$ cat config.mk
export PLATFORM = sky130hd
export DESIGN_NAME = supervision_frame_checker_unit
export DESIGN_NICKNAME = d
export VERILOG_FILES = /design/src/design/sfc_pkg.sv /design/src/design/supervision_frame_checker_unit.sv /design/src/design/sfc_regs.sv
export SDC_FILE = /design/constraint.sdc
export NUM_CORES = 1
export LEC_CHECK = 0
export BUFFER_PORTS_ARGS = -buffer_cell sky130_fd_sc_hd__buf_2
export CORE_ASPECT_RATIO = 0.9
export CORE_MARGIN = 2
export CORE_UTILIZATION = 41
export CTS_BUF_LIST = sky130_fd_sc_hd__clkbuf_2
export DETAILED_ROUTE_END_ITERATION = 7
export GPL_TIMING_DRIVEN = 1
export PLACE_DENSITY = 0.59
export SLEW_MARGIN = 20
export SYNTH_ARGS = -nofsm -noshare
export SYNTH_HDL_FRONTEND = slang
export SYNTH_SLANG_ARGS = --single-unit
export TNS_END_PERCENT = 1
$ cat constraint.sdc
create_clock -name i_clk -period 2.83 [get_ports i_clk]
set_clock_uncertainty 0.15 [all_clocks]
set_input_delay 0.283 -clock i_clk [delete_from_list [all_inputs] [get_ports i_clk]]
set_output_delay 0.283 -clock i_clk [all_outputs]
set_load 0.01 [all_outputs]
$ cat src/design/sfc_pkg.sv
// Shared types and constants for the supervision frame checker.
// No dependencies; the register block and the top level import it.
package sfc_pkg;

    // Verdict codes
    localparam logic [1:0] KIND_ERROR  = 2'd0;
    localparam logic [1:0] KIND_ACK    = 2'd1;
    localparam logic [1:0] KIND_ACCEPT = 2'd2;
    localparam logic [1:0] KIND_REJECT = 2'd3;

    // Byte positions within a reply
    localparam logic [2:0] POS_OPEN    = 3'd0;
    localparam logic [2:0] POS_ADDR    = 3'd1;
    localparam logic [2:0] POS_CTRL    = 3'd2;
    localparam logic [2:0] POS_HCHK    = 3'd3;
    localparam logic [2:0] POS_CLOSE   = 3'd4;

    // Register indexes (byte address / 4)
    localparam logic [2:0] REG_FLAG         = 3'd0;
    localparam logic [2:0] REG_ADDRESS      = 3'd1;
    localparam logic [2:0] REG_ACK          = 3'd2;
    localparam logic [2:0] REG_READY_EVEN   = 3'd3;
    localparam logic [2:0] REG_READY_ODD    = 3'd4;
    localparam logic [2:0] REG_REJECT_EVEN  = 3'd5;
    localparam logic [2:0] REG_REJECT_ODD   = 3'd6;
    localparam logic [2:0] REG_PARITY       = 3'd7;

    localparam int PADDR_W = 5;
    localparam int PDATA_W = 32;

    // Register file contents
    typedef struct packed {
        logic [7:0] flag_value;
        logic [7:0] address_value;
        logic [7:0] ack_code;
        logic [7:0] ready_even_code;
        logic [7:0] ready_odd_code;
        logic [7:0] reject_even_code;
        logic [7:0] reject_odd_code;
        logic       expected_parity;
    } t_cfg;

endpackage

$ cat src/design/supervision_frame_checker_unit.sv
// Supervision frame checker: one byte word per cycle in unless input stalls, one verdict per reply.
// Latency: a verdict is registered at the edge that accepts the closing byte.
// Throughput: one byte per cycle while the output register is empty or being taken;
// input stalls whenever that register holds a verdict that is not taken.
// Reset (synchronous, active low) restores register defaults and byte position 0.
module supervision_frame_checker_unit (
    input  logic                        i_clk,
    input  logic                        i_rst_n,
    // slave side
    input  logic                        i_s_tvalid,
    output logic                        o_s_tready,
    input  logic [7:0]                  i_s_tdata,   // [7:0] rx_byte
    // master side
    output logic                        o_m_tvalid,
    input  logic                        i_m_tready,
    output logic [7:0]                  o_m_tdata,   // [1:0] reply_kind, [7:2] zero
    // configuration
    input  logic                        i_psel,
    input  logic                        i_penable,
    input  logic                        i_pwrite,
    input  logic [sfc_pkg::PADDR_W-1:0] i_paddr,
    input  logic [sfc_pkg::PDATA_W-1:0] i_pwdata,
    output logic [sfc_pkg::PDATA_W-1:0] o_prdata,
    output logic                        o_pready
);
    import sfc_pkg::*;

    t_cfg       cfg;
    logic [2:0] r_pos;
    logic       r_failed;
    logic [7:0] r_saved_addr;
    logic [7:0] r_saved_ctrl;
    logic [1:0] r_pending;
    logic       r_out_valid;
    logic [1:0] r_out_kind;

    logic       in_fire;
    logic       fail_now;
    logic [1:0] ctrl_kind;
    logic       ctrl_match;
    logic [7:0] rr_code;
    logic [7:0] rj_code;
    logic [7:0] rx;

    sfc_regs u_regs (
        .i_clk     (i_clk),
        .i_rst_n   (i_rst_n),
        .i_psel    (i_psel),
        .i_penable (i_penable),
        .i_pwrite  (i_pwrite),
        .i_paddr   (i_paddr),
        .i_pwdata  (i_pwdata),
        .o_prdata  (o_prdata),
        .o_pready  (o_pready),
        .o_cfg     (cfg)
    );

    assign rx         = i_s_tdata;
    assign o_s_tready = !r_out_valid || i_m_tready;
    assign in_fire    = i_s_tvalid && o_s_tready;
    assign o_m_tvalid = r_out_valid;
    assign o_m_tdata  = {6'd0, r_out_kind};

    // Classify the control byte: ack first, then ready, then reject
    always_comb begin
        rr_code    = cfg.expected_parity ? cfg.ready_odd_code  : cfg.ready_even_code;
        rj_code    = cfg.expected_parity ? cfg.reject_odd_code : cfg.reject_even_code;
        ctrl_match = 1'b1;
        if (rx == cfg.ack_code) begin
            ctrl_kind = KIND_ACK;
        end else if (rx == rr_code) begin
            ctrl_kind = KIND_ACCEPT;
        end else if (rx == rj_code) begin
            ctrl_kind = KIND_REJECT;
        end else begin
            ctrl_kind  = KIND_ERROR;
            ctrl_match = 1'b0;
        end
    end

    // Check the current word against its position
    always_comb begin
        unique case (r_pos)
            POS_OPEN:  fail_now = (rx != cfg.flag_value);
            POS_ADDR:  fail_now = (rx != cfg.address_value);
            POS_CTRL:  fail_now = !ctrl_match;
            POS_HCHK:  fail_now = (rx != (r_saved_addr ^ r_saved_ctrl));
            POS_CLOSE: fail_now = (rx != cfg.flag_value);
            default:   fail_now = 1'b0;
        endcase
    end

    // Advance group state and latch the verdict on the closing byte
    always_ff @(posedge i_clk) begin
        if (!i_rst_n) begin
            r_pos        <= POS_OPEN;
            r_failed     <= 1'b0;
            r_pending    <= KIND_ERROR;
            r_saved_addr <= '0;
            r_saved_ctrl <= '0;
            r_out_valid  <= 1'b0;
            r_out_kind   <= KIND_ERROR;
        end else begin
            if (i_m_tready) begin
                r_out_valid <= 1'b0;
            end
            if (in_fire) begin
                if (r_pos == POS_CLOSE) begin
                    r_out_valid <= 1'b1;
                    r_out_kind  <= (r_failed || fail_now) ? KIND_ERROR : r_pending;
                    r_pos       <= POS_OPEN;
                    r_failed    <= 1'b0;
                    r_pending   <= KIND_ERROR;
                end else begin
                    r_pos    <= r_pos + 3'd1;
                    r_failed <= r_failed || fail_now;
                    if (r_pos == POS_ADDR) begin
                        r_saved_addr <= rx;
                    end
                    if (r_pos == POS_CTRL) begin
                        r_saved_ctrl <= rx;
                        if (ctrl_match) begin
                            r_pending <= ctrl_kind;
                        end
                    end
                end
            end
        end
    end

    // Position never leaves the five-byte group
    a_pos_range: assert property (@(posedge i_clk) disable iff (!i_rst_n)
        r_pos <= POS_CLOSE)
        else $error("byte position out of range");

    // A new verdict appears only after a closing byte was taken
    a_verdict_src: assert property (@(posedge i_clk) disable iff (!i_rst_n)
        $rose(r_out_valid) |-> $past(in_fire && (r_pos == POS_CLOSE)))
        else $error("verdict without closing byte");

    // Group state clears after the closing byte
    a_group_clear: assert property (@(posedge i_clk) disable iff (!i_rst_n)
        (in_fire && (r_pos == POS_CLOSE)) |=>
            (r_pos == POS_OPEN) && !r_failed && (r_pending == KIND_ERROR))
        else $error("group state not cleared");

endmodule

$ cat src/design/sfc_regs.sv
// Configuration registers of the supervision frame checker, APB-style port.
// Depends on sfc_pkg for the register indexes and the t_cfg struct.
module sfc_regs (
    input  logic                        i_clk,
    input  logic                        i_rst_n,
    input  logic                        i_psel,
    input  logic                        i_penable,
    input  logic                        i_pwrite,
    input  logic [sfc_pkg::PADDR_W-1:0] i_paddr,
    input  logic [sfc_pkg::PDATA_W-1:0] i_pwdata,
    output logic [sfc_pkg::PDATA_W-1:0] o_prdata,
    output logic                        o_pready,
    output sfc_pkg::t_cfg               o_cfg
);
    import sfc_pkg::*;

    t_cfg       r_cfg;
    logic [2:0] reg_idx;
    logic       wr_en;
    logic [7:0] wbyte;

    assign o_pready = 1'b1;
    assign reg_idx  = i_paddr[PADDR_W-1:2];
    assign wr_en    = i_psel & i_penable & i_pwrite;
    assign wbyte    = i_pwdata[7:0];
    assign o_cfg    = r_cfg;

    // Write registers on the access cycle
    always_ff @(posedge i_clk) begin
        if (!i_rst_n) begin
            r_cfg.flag_value       <= 8'd126;
            r_cfg.address_value    <= 8'd1;
            r_cfg.ack_code         <= 8'd7;
            r_cfg.ready_even_code  <= 8'd5;
            r_cfg.ready_odd_code   <= 8'd133;
            r_cfg.reject_even_code <= 8'd1;
            r_cfg.reject_odd_code  <= 8'd129;
            r_cfg.expected_parity  <= 1'b0;
        end else if (wr_en) begin
            unique case (reg_idx)
                REG_FLAG:        r_cfg.flag_value       <= wbyte;
                REG_ADDRESS:     r_cfg.address_value    <= wbyte;
                REG_ACK:         r_cfg.ack_code         <= wbyte;
                REG_READY_EVEN:  r_cfg.ready_even_code  <= wbyte;
                REG_READY_ODD:   r_cfg.ready_odd_code   <= wbyte;
                REG_REJECT_EVEN: r_cfg.reject_even_code <= wbyte;
                REG_REJECT_ODD:  r_cfg.reject_odd_code  <= wbyte;
                REG_PARITY:      r_cfg.expected_parity  <= i_pwdata[0];
                default: ;
            endcase
        end
    end

    // Read back the addressed register
    always_comb begin
        o_prdata = '0;
        unique case (reg_idx)
            REG_FLAG:        o_prdata[7:0] = r_cfg.flag_value;
            REG_ADDRESS:     o_prdata[7:0] = r_cfg.address_value;
            REG_ACK:         o_prdata[7:0] = r_cfg.ack_code;
            REG_READY_EVEN:  o_prdata[7:0] = r_cfg.ready_even_code;
            REG_READY_ODD:   o_prdata[7:0] = r_cfg.ready_odd_code;
            REG_REJECT_EVEN: o_prdata[7:0] = r_cfg.reject_even_code;
            REG_REJECT_ODD:  o_prdata[7:0] = r_cfg.reject_odd_code;
            REG_PARITY:      o_prdata[0]   = r_cfg.expected_parity;
            default: ;
        endcase
    end

endmodule
==> impl_metrics.toml, run 1 <==
[status]
outcome = "finished, final reports clean"

[worst_setup_path]
reg2reg_to = "r_failed$_SDFFE_PN0P_"
critical_path_required_ns = 3.17
r2r_cells = 10
cp_num_cells = 10
cpPeakStageDelay_ns = 0.40
r2r_slack_ns = 0.17
worstPathCellList = "inv_1 > ha_1 > buf_12 > nor2_1 > buf_4 > a221o_1 > a32o_1 > nor4_4 > o31ai_1 > a41o_1"
crit_slowest_cell = "dfxtp_4"
crit_end = "r_failed$_SDFFE_PN0P_"
r2r_start = "r_pos[0]$_SDFFE_PN0P_"
crit_fanout = 23
cp-startpoint = "r_pos[0]$_SDFFE_PN0P_"
critPathLaunchType = "flip-flop"
criticalPathCategory = "flip-flop to flip-flop"
cp-end-kind = "flip-flop"
crit_family = "compound AO/OA/AOI/OAI gates"
worstPathArrival_ns = 3.00
path_buf_inv = 3

[global_route]
grt_pass1_wl_mm = 19.4
grt_usage = 0.205
grt_start_max_net_pins = 61
antenna_found_initial = 0
grt_pass1_vias = 3681
grt_overflow_total = 0

[drt]
viasPerCell = 5.28
final_antenna_net_count = 0
vias = 3924
drt_iter0_drc = 215
drtPass1Iterations = 5
route.detailed.wl_per_inst_um = 16.3
drcViolationCount = 0
finalWirelength_mm = 12.1

[placed_design]
numPlacedInstances = 704
place_area_mm2 = 0.00493
place_congestion = 0.817
port_buffers = 37
hpwlAfterDp_mm = 8.53

[pwr]
irDropWorstVdd_uv = 215
power_leakage_nw = 2.09
power.density_mw_per_mm2 = 409

[clocking]
cts.sinks = 82
root_buffer = "clkbuf_2"
clk_latency_ns = 0.56
cts_tree = "built"
h-tree-depth = 3
clk_path_buf_depth = 2
cts_made_buffers = 9
path_clk_slew_ns = 0.21

[floorplan]
die_w_um = 117
coreArea_mm2 = 0.0113
io_pins = 95
die_height_um = 106
die_area_mm2 = 0.0124
rows = 37
start_util = 0.416

[layout]
n_antenna_cell = 0
area_growth_pct = 11.5
fin_nets = 639
final_area_mm2 = 0.00527
fillerInstances = 1114
final_cells = 743
fin_util = 0.465
drive_gt1_frac = 0.150

[synthesis]
yosys_warnings = 0
synth_compound_area_frac = 0.109
synth.area.mux_share = 0.201
synthSimpleGateAreaFrac = 0.181
synth_cells = 536
synth_fa_ha_area_frac = 0.0132
yosysSeqAreaShare = 0.348
synth.avg_cell_area_um2 = 8.81
synth_top_family_by_area = "multiplexers"
yosysUniqueCellTypes = 48
synth_seq_cells = 82
syn_area_mm2 = 0.00472
synth_xor_area_frac = 0.0593

[timing]
period_minus_slack_ns = 2.66
finalSetupViolations = 0
relSlewSlack = 0.546
tightest_slew_ns = 0.681
hold_ws_ns = 0.0981
report.final.slew_viol_count = 0
period_share = 0.941
fmax_mhz = 376
hold_violations = 0

[run]
max_cap_viol_count = 0

[hold_path]
hp-class = "input port to flip-flop"
-- placed cells by master (no fill, tap or decap), drive strengths merged, types with 3 or more instances in the layout --
master / instances
a311oi: 4
nor4bb: 4
and3: 10
dfxtp: 82
nand2: 74
clkbuf: 13
clkinv: 3
nor2: 51
nor4: 7
mux2: 7
a31oi: 4
inv: 3
a221o: 8
nor2b: 5
mux4: 7
buf: 53
nand2b: 3
o21ai: 9
xnor2: 16
dlygate4sd3: 21
a21o: 8
mux2i: 71
nand3: 20
a21oi: 24
a32o: 4
xor2: 16
conb: 31
nor3: 3
ha: 5
-- how the worst min path moves through the flow --
stage                                    start                             to  slack [ns]  cells after the start
floorplan                          i_pwdata[2]  u_regs.o_cfg[19]$_SDFFE_PN1P_        0.26                      2
CTS                                   i_pwrite   u_regs.o_cfg[0]$_SDFFE_PN0P_        0.06                      5
detailed placement  r_out_kind[0]$_SDFFE_PN0P_     r_out_kind[0]$_SDFFE_PN0P_        0.30                      2
finish                                i_pwrite   u_regs.o_cfg[0]$_SDFFE_PN0P_         0.1                      5
global placement    r_out_kind[0]$_SDFFE_PN0P_     r_out_kind[0]$_SDFFE_PN0P_        0.30                      2
global route                          i_pwrite   u_regs.o_cfg[0]$_SDFFE_PN0P_        0.07                      5
-- where the power goes --
part / internal [mW] / total (mW) / switching [mW]
combinational: 0.146 / 0.352 / 0.206
clock: 0.216 / 0.614 / 0.397
sequential: 1.17 / 1.19 / 0.0138
-- cell usage after synthesis, drive strengths merged --
| library cell | instances | area [um^2] |
|---|---|---|
| dfxtp | 82 | 1640 |
| nand2 | 74 | 278 |
| mux2i | 71 | 711 |
| nor2 | 51 | 194 |
| buf | 42 | 305 |
| clkbuf | 26 | 97.6 |
| a21oi | 24 | 120 |
| nand3 | 20 | 100 |
| xnor2 | 16 | 140 |
| xor2 | 16 | 140 |
| and3 | 10 | 62.6 |
| o21ai | 9 | 45.0 |
| a21o | 8 | 60.1 |
| a221o | 8 | 80.1 |
| mux2 | 7 | 78.8 |
| mux4 | 7 | 158 |
| nor4 | 7 | 58.8 |
| ha | 5 | 62.6 |
| nor2b | 5 | 31.3 |
| a311oi | 4 | 35.0 |
| a31oi | 4 | 25.0 |
| a32o | 4 | 40.0 |
| nor4bb | 4 | 40.0 |
| inv | 3 | 11.3 |
| nand2b | 3 | 18.8 |
| nor3 | 3 | 15.0 |
| a221oi | 2 | 17.5 |
| a22oi | 2 | 15.0 |
| a41o | 2 | 20.0 |
| and2 | 2 | 12.5 |
| conb | 2 | 7.51 |
| o2111ai | 2 | 17.5 |
| or3 | 2 | 12.5 |
| a311o | 1 | 10.0 |
| clkinv | 1 | 3.75 |
| nand3b | 1 | 7.51 |
| nand4 | 1 | 6.26 |
| nand4b | 1 | 8.76 |
| nor3b | 1 | 7.51 |
| o221a | 1 | 11.3 |
| o2bb2ai | 1 | 8.76 |
| o31ai | 1 | 7.51 |
-- layout make-up --
type	instances	area [um^2]	area share
Multi-Input combinational cell	411	2780	0.527
Clock buffer	13	65.1	0.0123
Timing Repair Buffer	74	528	0.100
Inverter	4	15.0	0.00285
Clock inverter	3	40.0	0.00760
Tap cell	156	195	0.0370
Sequential cell	82	1650	0.313
-- worst reg2reg max path, delay by kind of cell (launching register included) --
kind | cells | cell delay (ns)
compound gates | 4 | 0.98
fa+ha+maj | 1 | 0.20
buf+inv | 3 | 0.43
flops | 1 | 0.40
simple gates | 2 | 0.43
-- logic make-up after synthesis --
family                     count (synthesis)
and+or+nand+nor                          185
AOI/OAI and AO/OA                         73
DFF                                       82
buffers and inverters                     72
other                                      2
muxes                                     85
xor gates and xnor gates                  32
adders and majority gates                  5
-- through the flow --
stage	total power, mW	TNS [ns]	setup slack (ns)
floorplan	1.47	0	0.450
global placement	1.53	0	0.244
detailed placement	1.54	0	0.168
CTS	2.17	0	0.146
global route	2.26	-0.00177	-0.00177
finish	2.15	0	0.168
-- what timing repair did --
action / 4_1_cts / 5_1_grt
endpoints found under the setup margin: 0 / 3
setup buffers: 0 / 2
endpoints found under the hold margin: 75 / 0
hold buffers: 21 / 0
resized for setup: 0 / 4
-- routing by layer --
metal / global-route usage / vias up / wire length [um]
met4: 0.0471 / 0 / 131
met5: 0 / - / 0
met2: 0.317 / 122 / 5500
met3: 0.0489 / 12 / 637
li1: - / 1913 / -
met1: 0.287 / 1877 / 5870
-- state kept, by name, summed over array words and instances, names as in the netlist --
register,flops
r_out_kind,2
r_pos,3
r_saved_addr,8
u_regs.o_cfg,57
r_failed,1
o_m_tvalid,1
r_pending,2
r_saved_ctrl,8
Power figures use the tool's default switching activity.
==> inputs of run 2 (changes only) <==
--- a/config.mk
+++ b/config.mk
@@ -8,11 +8,12 @@
 export BUFFER_PORTS_ARGS = -buffer_cell sky130_fd_sc_hd__buf_2
 export CORE_ASPECT_RATIO = 0.9
 export CORE_MARGIN = 2
-export CORE_UTILIZATION = 41
+export CORE_UTILIZATION = 57
 export CTS_BUF_LIST = sky130_fd_sc_hd__clkbuf_2
 export DETAILED_ROUTE_END_ITERATION = 7
 export GPL_TIMING_DRIVEN = 1
-export PLACE_DENSITY = 0.59
+export PLACE_DENSITY = 0.79
+export REMOVE_ABC_BUFFERS = 1
 export SLEW_MARGIN = 20
 export SYNTH_ARGS = -nofsm -noshare
 export SYNTH_HDL_FRONTEND = slang
==> run 2 against run 1 <==
  * Clock-buffer cell count decreased by 3
  * Sequential share of layout area increased by 0.55 points
  * Critical path type unchanged
  * Sequential power about the same
  * Highest routed layer unchanged
==> impl_metrics.toml, run 2 (synthesis gave the netlist of run 1 again) <==
[worst_setup_path]
worstPathCellList = "inv_1 > ha_1 > buf_4 > a21o_1 > a221o_1 > a32o_1 > nor4_4 > o31ai_1 > a41o_1"
criticalPathCategory = "flip-flop to flip-flop"
cp-startpoint = "r_pos[1]$_SDFFE_PN0P_"
crit_slowest_cell = "dfxtp_1"
crit_fanout = 20
critPathLaunchType = "flip-flop"
path_buf_inv = 2
cp-end-kind = "flip-flop"
critical_path_required_ns = 3.11
cpPeakStageDelay_ns = 0.45
r2r_cells = 9
crit_family = "compound AO/OA/AOI/OAI gates"
reg2reg_to = "r_failed$_SDFFE_PN0P_"
r2r_start = "r_pos[1]$_SDFFE_PN0P_"
r2r_slack_ns = 0.20
worstPathArrival_ns = 2.91

[clocking]
path_clk_slew_ns = 0.21
cts_made_buffers = 9
cts.sinks = 82
clk_latency_ns = 0.52
cts_tree = "built"
root_buffer = "clkbuf_2"
clk_path_buf_depth = 2
h-tree-depth = 3

[timing]
tns_ns = 0
tightest_slew_ns = 0.695
relSlewSlack = 0.536
fmax_mhz = 381
rsz0062_at_grt = "no"
period_share = 0.929
period_minus_slack_ns = 2.63
hold_ws_ns = 0.108
report.final.slew_viol_count = 0
finalSetupViolations = 0
hold_violations = 0

[global_route]
grt_usage = 0.263
antenna_found_initial = 0
grt_start_max_net_pins = 61
grt_overflow_total = 0
grt_pass1_wl_mm = 18.9
grt_pass1_vias = 3845

[pwr]
power.density_mw_per_mm2 = 426
power_leakage_nw = 2.07
irDropWorstVdd_uv = 327

[layout]
mostFrequentLayoutCells = "dfxtp_1 (81), nand2_1 (74), mux2i_1 (71)"
fin_nets = 635
largest_reg_flops = 57
final_common_cell = "dfxtp_1"
final_area_mm2 = 0.00517
n_antenna_cell = 0
drive_gt1_frac = 0.139
fin_util = 0.643
area_growth_pct = 9.38
final_cells = 680

[hold_path]
hp-class = "input port to flip-flop"
hold_depth = 5
hold_end = "u_regs.o_cfg[0]$_SDFFE_PN0P_"
worstHoldStart = "i_pwrite"

[placed_design]
hpwlAfterDp_mm = 8.08
place_area_mm2 = 0.00486
numPlacedInstances = 647
port_buffers = 37
place_congestion = 0.893

[drt]
route.detailed.wl_per_inst_um = 17.0
top_layer = "met4"
met1Wirelength_mm = 4.97
viasPerCell = 5.91
final_antenna_net_count = 0
route.met2.wl_mm = 5.44
drcViolationCount = 0
drt_iter0_drc = 218
finalWirelength_mm = 11.6
wl_met3_um = 969
vias = 4020
drtPass1Iterations = 5

[floorplan]
die_area_mm2 = 0.00903
start_util = 0.588
die_height_um = 90.4
io_pins = 95
die_w_um = 100
rows = 31
coreArea_mm2 = 0.00803

[status]
outcome = "finished, final reports clean"

[run]
max_cap_viol_count = 0
run 2: cell types whose count changed in the layout (fill, tap and decap cells not counted), sizes merged:
cell / delta
dlygate4sd3: -2
bufinv: +1
clkbuf: -3
buf: -2
run 2: final cells by class:
class / instances / area (um^2)
clock inverters: 4 / 68.8
multi-input cells: 411 / 2770
inverters: 4 / 15.0
well taps: 99 / 124
flip-flops and latches: 82 / 1640
fillers: 658 / 2860
clock buffers: 10 / 50.0
repair buffers: 70 / 493
run 2: per-layer routing:
layer | track usage | vias to the layer above
met5 | 0 | -
met4 | 0.0913 | 0
met3 | 0.0557 | 22
met2 | 0.424 | 192
met1 | 0.348 | 1905
li1 | - | 1901
run 2: worst min-delay path: stages:
cell     delay (ns)
buf_2          0.11
nand4_1        0.18
nor2_1         0.09
nand2_1        0.06
a21oi_1        0.05
run 2: worst max path at each step:
stage / endpoint / cells after the start / slack, ns
after floorplan: r_failed$_SDFFE_PN0P_ / 8 / 0.04
after global placement: r_failed$_SDFFE_PN0P_ / 9 / 0.25
after detailed placement: r_failed$_SDFFE_PN0P_ / 9 / 0.17
after CTS: r_failed$_SDFFE_PN0P_ / 9 / 0.13
after global routing: r_out_kind[0]$_SDFFE_PN0P_ / 9 / 0.03
final: r_failed$_SDFFE_PN0P_ / 9 / 0.20
run 2: what timing repair did:
| item | in CTS | in global routing |
|---|---|---|
| hold buffers | 19 | 0 |
| setup buffers | 0 | 0 |
| hold endpoints to repair | 75 | 0 |
| resized for setup | 0 | 1 |
| endpoints found under the setup margin | 0 | 3 |
run 2: where the power goes:
group          switching [mW]  internal, mW  total, mW
logic                   0.203         0.141      0.343
clock network           0.385         0.283      0.668
registers              0.0147          1.18       1.19
run 2: metrics by stage:
step / power [mW] / setup slack (ns)
5_1_grt: 2.29 / 0.0255
4_1_cts: 2.21 / 0.125
2_1_floorplan: 1.40 / 0.0433
3_3_place_gp: 1.52 / 0.252
3_5_place_dp: 1.53 / 0.165
6_report: 2.20 / 0.202
==> inputs of run 3 (changes only) <==
--- a/config.mk
+++ b/config.mk
@@ -8,14 +8,15 @@
 export BUFFER_PORTS_ARGS = -buffer_cell sky130_fd_sc_hd__buf_2
 export CORE_ASPECT_RATIO = 0.9
 export CORE_MARGIN = 2
-export CORE_UTILIZATION = 57
+export CORE_UTILIZATION = 58
 export CTS_BUF_LIST = sky130_fd_sc_hd__clkbuf_2
 export DETAILED_ROUTE_END_ITERATION = 7
 export GPL_TIMING_DRIVEN = 1
-export PLACE_DENSITY = 0.79
+export PLACE_DENSITY = 0.8
 export REMOVE_ABC_BUFFERS = 1
 export SLEW_MARGIN = 20
 export SYNTH_ARGS = -nofsm -noshare
 export SYNTH_HDL_FRONTEND = slang
+export SYNTH_HIERARCHICAL = 1
 export SYNTH_SLANG_ARGS = --single-unit
 export TNS_END_PERCENT = 1
==> run 3 against run 2 <==
  * Flip-flop and latch count unchanged
  * Combinational power about the same
  * Sequential share of layout area shrank 0.43 points
  * First-iteration DRC count up 47%
  * Clock-buffer cell count down 1
  * Global-route usage increased by 0.24 points
  * Hold slack worse by 0.036 ns
  * Sequential power about the same
  * Register-to-register slack better by 0.11 ns
  * Synthesized cell count fell by 0.19%
==> impl_metrics.toml, run 3 <==
[drt]
viasPerCell = 5.98
final_antenna_net_count = 0
vias = 4011
route.detailed.wl_per_inst_um = 17.7
drcViolationCount = 0
drtPass1Iterations = 5
finalWirelength_mm = 11.9
drt_iter0_drc = 320

[synthesis]
post-synth-top-count-cell = "dfxtp_1"
synth_cells = 535
yosysTopAreaCellShare = 0.338
synth_ff_type = "dfxtp_1"
netlist_top_cells_area = "dfxtp_1 (34%), mux2i_1 (14%), nand2_1 (5.8%), buf_4 (5.6%), xor2_1 (4.3%)"
synth.avg_cell_area_um2 = 9.07
yosysUniqueCellTypes = 54
async_flop_share = 0
synth_area_leader_cell = "dfxtp_1"
synth_common_cells = "dfxtp_1 (82), nand2_1 (75), mux2i_1 (67)"
yosys_warnings = 6
synth_seq_cells = 82
synth-edff-count = 0
syn_area_mm2 = 0.00485
yosysSeqAreaShare = 0.338

[worst_setup_path]
crit_fanout = 11
critical_path_required_ns = 3.16
cpPeakStageDelay_ns = 0.48
crit_slowest_cell = "dfxtp_1"
critPathLaunchType = "flip-flop"
worstPathArrival_ns = 2.85
worstPathCellList = "inv_1 > ha_1 > nor2_2 > a221oi_1 > xor2_1 > nand4_1 > o21ai_1 > o21a_1 > a32o_1"
criticalPathCategory = "flip-flop to flip-flop"
cp-end-kind = "flip-flop"

[clocking]
h-tree-depth = 3
clk_latency_ns = 0.53
root_buffer = "clkbuf_2"
cts_made_buffers = 9
clk_path_buf_depth = 2
path_clk_slew_ns = 0.21
cts_tree = "built"
post_cts_buffers = 0
cts.sinks = 82

[timing]
fmax_mhz = 397
worst_slack_ns = 0.310
finalSetupViolations = 0
tightest_slew_ns = 0.732
period_minus_slack_ns = 2.52
hold_violations = 0
period_share = 0.891
report.final.slew_viol_count = 0
tns_ns = 0
relSlewSlack = 0.511
rsz0062_at_grt = "no"

[placed_design]
port_buffers = 37
place_congestion = 0.894
hpwlAfterDp_mm = 8.46
pre_cts_ws_ns = 0.261

[floorplan]
die_height_um = 90.8
start_util = 0.602
coreArea_mm2 = 0.00807
die_area_mm2 = 0.00912
io_pins = 95
rows = 31
die_w_um = 100

[layout]
n_antenna_cell = 0
largest_reg_flops = 57
mostFrequentLayoutCells = "dfxtp_1 (82), nand2_1 (75), mux2i_1 (67)"
final_common_cell = "dfxtp_1"
fin_nets = 624
area_growth_pct = 7.81
drive_gt1_frac = 0.138

[global_route]
grt_pass1_wl_mm = 19.1
antenna_found_initial = 0
grt_overflow_total = 0
grt_usage = 0.265
grt_start_max_net_pins = 95
grt_pass1_vias = 3831

[status]
outcome = "finished, final reports clean"

[pwr]
power_mw = 2.33
power.density_mw_per_mm2 = 446
irDropWorstVdd_uv = 257
power_leakage_nw = 2.20

[run]
max_cap_viol_count = 0

[hold_path]
hp-class = "input port to flip-flop"
==> run 3: cell count changes after synthesis, moves of 7 or more <==
cell / before / now
nor2_1: 50 / 10
o211ai_1: 0 / 16
xor2_1: 16 / 24
a21oi_1: 24 / 2
a21o_1: 8 / 1
inv_1: 3 / 15
clkbuf_1: 26 / 18
and2_0: 0 / 7
a21boi_1: 0 / 18
nand4_1: 1 / 11
and3_1: 10 / 0
==> run 3: repair_timing <==
item                       CTS  global route
hold endpoints to repair    70             0
resized for setup            0             1
setup endpoints to repair    0             3
hold buffers                18             0
==> run 3: layout make-up <==
cell class | count | area, um^2
Fill cell | 658 | 2840
Clock inverter | 7 | 116
Timing Repair Buffer | 63 | 438
Sequential cell | 82 | 1640
Multi-Input combinational cell | 396 | 2810
Clock buffer | 9 | 45.0
Inverter | 15 | 56.3
Tap cell | 99 | 124
==> run 3: kinds of logic (layout without fill, tap and decap cells) <==
| logic type | after synthesis | after routing | share of synthesized area |
|---|---|---|---|
| simple gates | 158 | 158 | 0.174 |
| fa+ha+maj | 5 | 5 | 0.0129 |
| flops | 82 | 82 | 0.338 |
| mux | 73 | 73 | 0.159 |
| xor+xnor | 40 | 40 | 0.0722 |
| other cells | 3 | 31 | 0.00232 |
| buf+inv | 85 | 94 | 0.105 |
| compound gates | 89 | 89 | 0.137 |
==> run 3: worst paths after layout <==
| path | to | slack [ns] | from | cells past startpoint |
|---|---|---|---|---|
| worst max-delay path | r_out_kind[1]$_SDFFE_PN0P_ | 0.31 | r_pos[0]$_SDFFE_PN0P_ | 9 |
| worst min-delay path | u_regs/o_cfg[53]$_SDFFE_PN1P_ | 0.07 | i_rst_n | 3 |
| worst max register to register | r_out_kind[1]$_SDFFE_PN0P_ | 0.31 | r_pos[0]$_SDFFE_PN0P_ | 9 |
| worst min register to register | r_saved_ctrl[1]$_SDFFE_PN0P_ | 0.33 | r_saved_ctrl[1]$_SDFFE_PN0P_ | 2 |
==> run 3: routing by layer <==
| layer | up-vias | part of all wire | track usage |
|---|---|---|---|
| met5 | - | 0 | 0 |
| met4 | 0 | 0.016 | 0.0788 |
| met3 | 22 | 0.072 | 0.0635 |
| met2 | 167 | 0.47 | 0.430 |
| met1 | 1927 | 0.44 | 0.350 |
| li1 | 1895 | - | - |
==> run 3: per-stage QoR <==
stage | area, um^2 | hold WS (ns) | cells | util
floorplan | 4510 | 0.222 | 493 | -
global placement | 4890 | 0.299 | 637 | 0.606
detailed placement | 4890 | 0.312 | 637 | 0.606
CTS | 5230 | 0.0508 | 671 | 0.648
global route | 5230 | 0.0559 | 671 | 0.649
finish | 5230 | 0.0722 | 671 | 0.649
==> run 3: worst max-delay path, delay by kind of cell, from the launching register on <==
kind,cells,cell delay [ns]
AOI/OAI and AO/OA,4,0.67
xor gates and xnor gates,1,0.26
adders and majority gates,1,0.34
buffers and inverters,1,0.10
DFF,1,0.48
and+or+nand+nor,2,0.48
==> run 3: report_power, final <==
| group | total (mW) | switching [mW] | internal [mW] |
|---|---|---|---|
| clock network | 0.802 | 0.421 | 0.380 |
| registers | 1.19 | 0.0151 | 1.18 |
| logic | 0.342 | 0.213 | 0.129 |
| total | 2.33 | 0.649 | 1.69 |
